### src/design/qvr_pkg.sv
// shared widths, types and constants for the quaternion vector rotation pipeline
`timescale 1ns / 1ps
`default_nettype none

package qvr_pkg;

    localparam int QUAT_W   = 16;
    localparam int VEC_W    = 24;
    localparam int FRAC_W   = QUAT_W - 1;
    localparam int PROD_W   = 2 * QUAT_W;
    localparam int MAT_W    = PROD_W + 2;
    localparam int MAC_W    = MAT_W + VEC_W;
    localparam int ACC_W    = MAC_W + 2;
    localparam int SHIFT    = 2 * FRAC_W;
    localparam int RND_W    = ACC_W - SHIFT;
    localparam int DIM      = 3;
    localparam int MAT_N    = DIM * DIM;

    typedef logic signed [QUAT_W-1:0] quat_t;
    typedef logic signed [VEC_W-1:0]  vec_t;
    typedef logic signed [PROD_W-1:0] prod_t;
    typedef logic signed [MAT_W-1:0]  mat_t;
    typedef logic signed [MAC_W-1:0]  mac_t;
    typedef logic signed [ACC_W-1:0]  acc_t;
    typedef logic signed [RND_W-1:0]  rnd_t;

    typedef vec_t vec3_t [DIM];
    typedef mat_t matrix_t [MAT_N];
    typedef mac_t mac9_t [MAT_N];
    typedef acc_t acc3_t [DIM];

    localparam vec_t VEC_MAX = {1'b0, {(VEC_W-1){1'b1}}};
    localparam vec_t VEC_MIN = {1'b1, {(VEC_W-1){1'b0}}};
    localparam acc_t HALF    = acc_t'(1) <<< (SHIFT - 1);

endpackage

`default_nettype wire

### src/design/qvr_round.sv
// round to nearest, saturate and hold the result for transfer
`timescale 1ns / 1ps
`default_nettype none

module qvr_round
(
    input  wire logic             clk,
    input  wire logic             rst_n,
    input  wire logic             valid_in,
    output logic                  ready_in,
    input  wire qvr_pkg::acc3_t   acc_in,
    output logic                  valid_out,
    input  wire logic             stall_dn,
    output qvr_pkg::vec3_t        rot_out,
    output logic                  sat_out
);

    logic            ve_reg;
    logic            sat_reg;
    logic            sat_next;
    qvr_pkg::vec3_t  rot_reg;
    qvr_pkg::vec3_t  rot_next;
    qvr_pkg::acc_t   sum;
    qvr_pkg::rnd_t   rnd;
    logic            ovf;

    assign ready_in = !ve_reg || !stall_dn;

    always_comb
    begin
        sat_next = 1'b0;
        sum      = '0;
        rnd      = '0;
        ovf      = 1'b0;
        for (int r = 0; r < qvr_pkg::DIM; r++)
        begin
            sum = acc_in[r] + qvr_pkg::HALF;
            rnd = sum[qvr_pkg::ACC_W-1:qvr_pkg::SHIFT];
            // upper bits beyond the output width must all match the sign
            ovf = !((&rnd[qvr_pkg::RND_W-1:qvr_pkg::VEC_W-1])
                    || !(|rnd[qvr_pkg::RND_W-1:qvr_pkg::VEC_W-1]));
            if (ovf)
            begin
                rot_next[r] = rnd[qvr_pkg::RND_W-1] ? qvr_pkg::VEC_MIN : qvr_pkg::VEC_MAX;
            end
            else
            begin
                rot_next[r] = rnd[qvr_pkg::VEC_W-1:0];
            end
            sat_next = sat_next | ovf;
        end
    end

    always_ff @(posedge clk or negedge rst_n)
    begin
        if (!rst_n)
        begin
            ve_reg <= 1'b0;
        end
        else if (ready_in)
        begin
            ve_reg <= valid_in;
        end
    end

    always_ff @(posedge clk)
    begin
        if (ready_in && valid_in)
        begin
            rot_reg <= rot_next;
            sat_reg <= sat_next;
        end
    end

    assign valid_out = ve_reg;
    assign rot_out   = rot_reg;
    assign sat_out   = sat_reg;

endmodule

`default_nettype wire

### config.mk
export PLATFORM = sky130hd
export DESIGN_NAME = qvr_round
export DESIGN_NICKNAME = d
export VERILOG_FILES = /design/src/design/qvr_pkg.sv /design/src/design/qvr_round.sv
export SDC_FILE = /design/constraint.sdc
export NUM_CORES = 1
export LEC_CHECK = 0
export ABC_AREA = 1
export BUFFER_PORTS_ARGS = -buffer_cell sky130_fd_sc_hd__buf_4
export CELL_PAD_IN_SITES_DETAIL_PLACEMENT = 0
export CELL_PAD_IN_SITES_GLOBAL_PLACEMENT = 1
export CORE_UTILIZATION = 33
export DETAILED_ROUTE_END_ITERATION = 12
export PLACE_DENSITY_LB_ADDON = 0.05
export SLEW_MARGIN = 20
export SYNTH_ARGS = -nofsm -noshare
export SYNTH_HDL_FRONTEND = slang
export SYNTH_SLANG_ARGS = --single-unit
### constraint.sdc
create_clock -name clk -period 4.95 [get_ports clk]
set_input_delay 0.2475 -clock clk [delete_from_list [all_inputs] [get_ports clk]]
set_output_delay 0.2475 -clock clk [all_outputs]
set_load 0.01 [all_outputs]
==> flow_summary.yaml <==
detailed_routing:
  routed_wl_um: 16200
  wire_per_inst_um: 13.9
  drt_iter0_markers: 267
  antenna_violating_nets_post_route: 0
  viasPerCell: 4.58
  dr_total_vias: 5359
  drtPass1Iterations: 4
  residual_drc: 0
setup_path:
  critical_path.startpoint_type: "input port"
  critPathCaptureType: "flop"
  critical_path_class: "input port to flop"
  timing.critical_path.fanout_max: 23
  required_ps: 5130
  critPathArrivalTime_ps: 2220
sta:
  rsz0062_at_grt: "false"
  slew_viol_final: 0
  timing.max_slew.rel_slack: 0.583
  maxClockFrequency_mhz: 492
  final.min_clock_period_ps: 2030
  report.final.setup_viol: 0
  hold_viol_final: 0
  min_period_over_period: 0.411
  skew_ps: 8.82
  tns_ps: 0
  worst-slew-pin-transition_ps: 624
logic_synthesis:
  netlist_area_um2: 5610
  synth_fp_nets: 959
  synth.lib_cells_used.distinct: 24
  synth_seq_area_share: 0.395
  avgSynthCellArea_um2: 7.27
  synth_seq_cells: 74
  synthesis.instances: 772
  yosys_warnings: 0
pwr:
  p_leak_nw: 3.31
  power_consumption_mw: 1.83
  power_density_over_cell_area_nw_per_um2: 246
  vdd.ir_drop.worst_uv: 180
global_routing:
  grt_use_met2: 0.310
  grt_start_max_net_pins: 44
  vias_in_the_first_global_route: 5098
  global_route.overflow_total: 0
  grt_use_met1: 0.244
  initial_antenna_violation_count: 0
  globalRouteMet3Util: 0.0411
  globalRoute.busiestLayer: "met2"
  grt_first_pass_wirelength_um: 25600
  gr-usage-all-layers: 0.187
clock_network:
  clock_path_buffers: 2
  cts_root_buffer: "clkbuf_16"
  post_cts.repair.setup_buffers: 0
  tritoncts: "done"
  post_cts_resize_count: 0
  cts_hold_buf: 1
  cts_buffers: 9
  ctsHtreeMaxLevel: 3
  clkSlewWorstSetupHoldPaths_ps: 60
  tritoncts_num_sinks: 74
  insertion_delay_ps: 340
cells_and_area:
  final_cell_mix: "364 x nand2_1, 172 x buf_4, 94 x nor2_1"
  syn_to_final_growth_pct: 32.5
  antennaDiodeCount: 0
  nNetsFinal: 1132
  share_of_layout_cells_above_drive_strength_1: 0.259
  mostFrequentLayoutCell: "nand2_1"
  finalCoreUtilization: 0.448
run:
  max-cap-violations: 0
place:
  detailedPlacementHpwl_um: 12900
  port_buf_inserts: 171
  gp_congestion: 0.890
floorplanning:
  die_area_um2: 17500
  die_y_um: 132
  area_of_the_core_um2: 16600
  die_w_um: 132
  pin_count: 259
  initial_utilization: 0.338
  floorplan.rows: 47
run_status:
  run_status: "completed"
hold_path:
  hold_path.class: "input port to flop"
-- metal layers --
layer  share of wire  wire length, um  up-vias
li1                -                -     2785
met1            0.46             7480     2408
met2            0.47             7570      148
met3           0.058              942       18
met4           0.014              235        0
met5               0                0        -
-- logic make-up after synthesis --
kind of cell	count (synthesis)	synth area share
adders and majority gates	3	0.00669
and+or+nand+nor	568	0.438
buffers and inverters	60	0.0562
DFF	74	0.395
AOI/OAI and AO/OA	1	0.000891
xor gates and xnor gates	66	0.103
-- flip-flops by register name, indices dropped and copies added, names as in the netlist --
| name | flops |
|---|---|
| rot_out | 72 |
| sat_out | 1 |
| valid_out | 1 |
-- synthesized netlist by cell type --
cell type | instances | area (um^2)
nand2_4 | 4 | 45.0
nand4_1 | 6 | 37.5
a21oi_1 | 1 | 5.00
inv_2 | 2 | 7.51
inv_1 | 44 | 165
nor2_4 | 8 | 90.1
nand2_2 | 17 | 106
xnor2_1 | 24 | 210
clkinv_1 | 2 | 7.51
nand3_2 | 2 | 20.0
nor2_2 | 23 | 144
nand3_4 | 1 | 17.5
dfrtp_1 | 1 | 25.0
buf_6 | 12 | 135
nand3_1 | 26 | 130
edfxtp_1 | 73 | 2190
and2_1 | 1 | 6.26
xor2_1 | 42 | 368
nand3b_1 | 10 | 75.1
nor2_1 | 94 | 353
ha_1 | 3 | 37.5
nand2_1 | 364 | 1370
nor4_1 | 5 | 31.3
nor3_1 | 7 | 35.0
-- worst paths after layout --
kind	cells after the start	end	slack [ps]	startpoint
worst max register to register	2	rot_out[51]$_DFFE_PP_	2990	valid_out$_DFFE_PN0N_
min in group asynchronous	2	valid_out$_DFFE_PN0N_	220	rst_n
max in group asynchronous	2	valid_out$_DFFE_PN0N_	4650	rst_n
worst min register to register	2	valid_out$_DFFE_PN0N_	580	valid_out$_DFFE_PN0N_
worst min-delay path	3	valid_out$_DFFE_PN0N_	130	valid_in
worst max-delay path	14	rot_out[46]$_DFFE_PP_	2920	acc_in[89]
-- critical path, cell delays in order --
cell and delay (ps):
buf_4 90, ha_1 170, nand2_1 100, nor2_4 130
nand2_1 110, nor2_2 240, nand2_2 100, nor2_2 110
nand2_1 70, nand2_2 100, nor2_1 50, nand2_2 90
nand3_2 400, nand2_1 210
-- cell type report --
type	instances	area (um^2)
fill	1725	9150
multi-input combinational	638	3090
sequential	74	2220
timing repair buffer	174	1330
tap	220	275
clock buffer	10	229
inverter	48	180
clock inverter	6	114
-- report_power, final --
| group | internal [mW] | switching [mW] | total, mW | leakage (nW) |
|---|---|---|---|---|
| registers | 0.733 | 0.0110 | 0.744 | 0.704 |
| clock network | 0.495 | 0.274 | 0.768 | 0.159 |
| logic | 0.142 | 0.173 | 0.315 | 2.45 |
| total | 1.37 | 0.458 | 1.83 | 3.31 |
-- through the flow --
| step | hold WS [ps] | instances | worst slack (ps) | area, um^2 |
|---|---|---|---|---|
| finish | 134 | 1170 | 2920 | 7430 |
| global route | 156 | 1170 | 2710 | 7430 |
| CTS | 124 | 1169 | 2580 | 7410 |
| detailed placement | 23.3 | 1152 | 2550 | 7050 |
| global placement | 22.5 | 1152 | 2570 | 7050 |
| floorplan | -48.1 | 772 | 425 | 5610 |
Note: power is estimated with default switching activity, not from simulation.
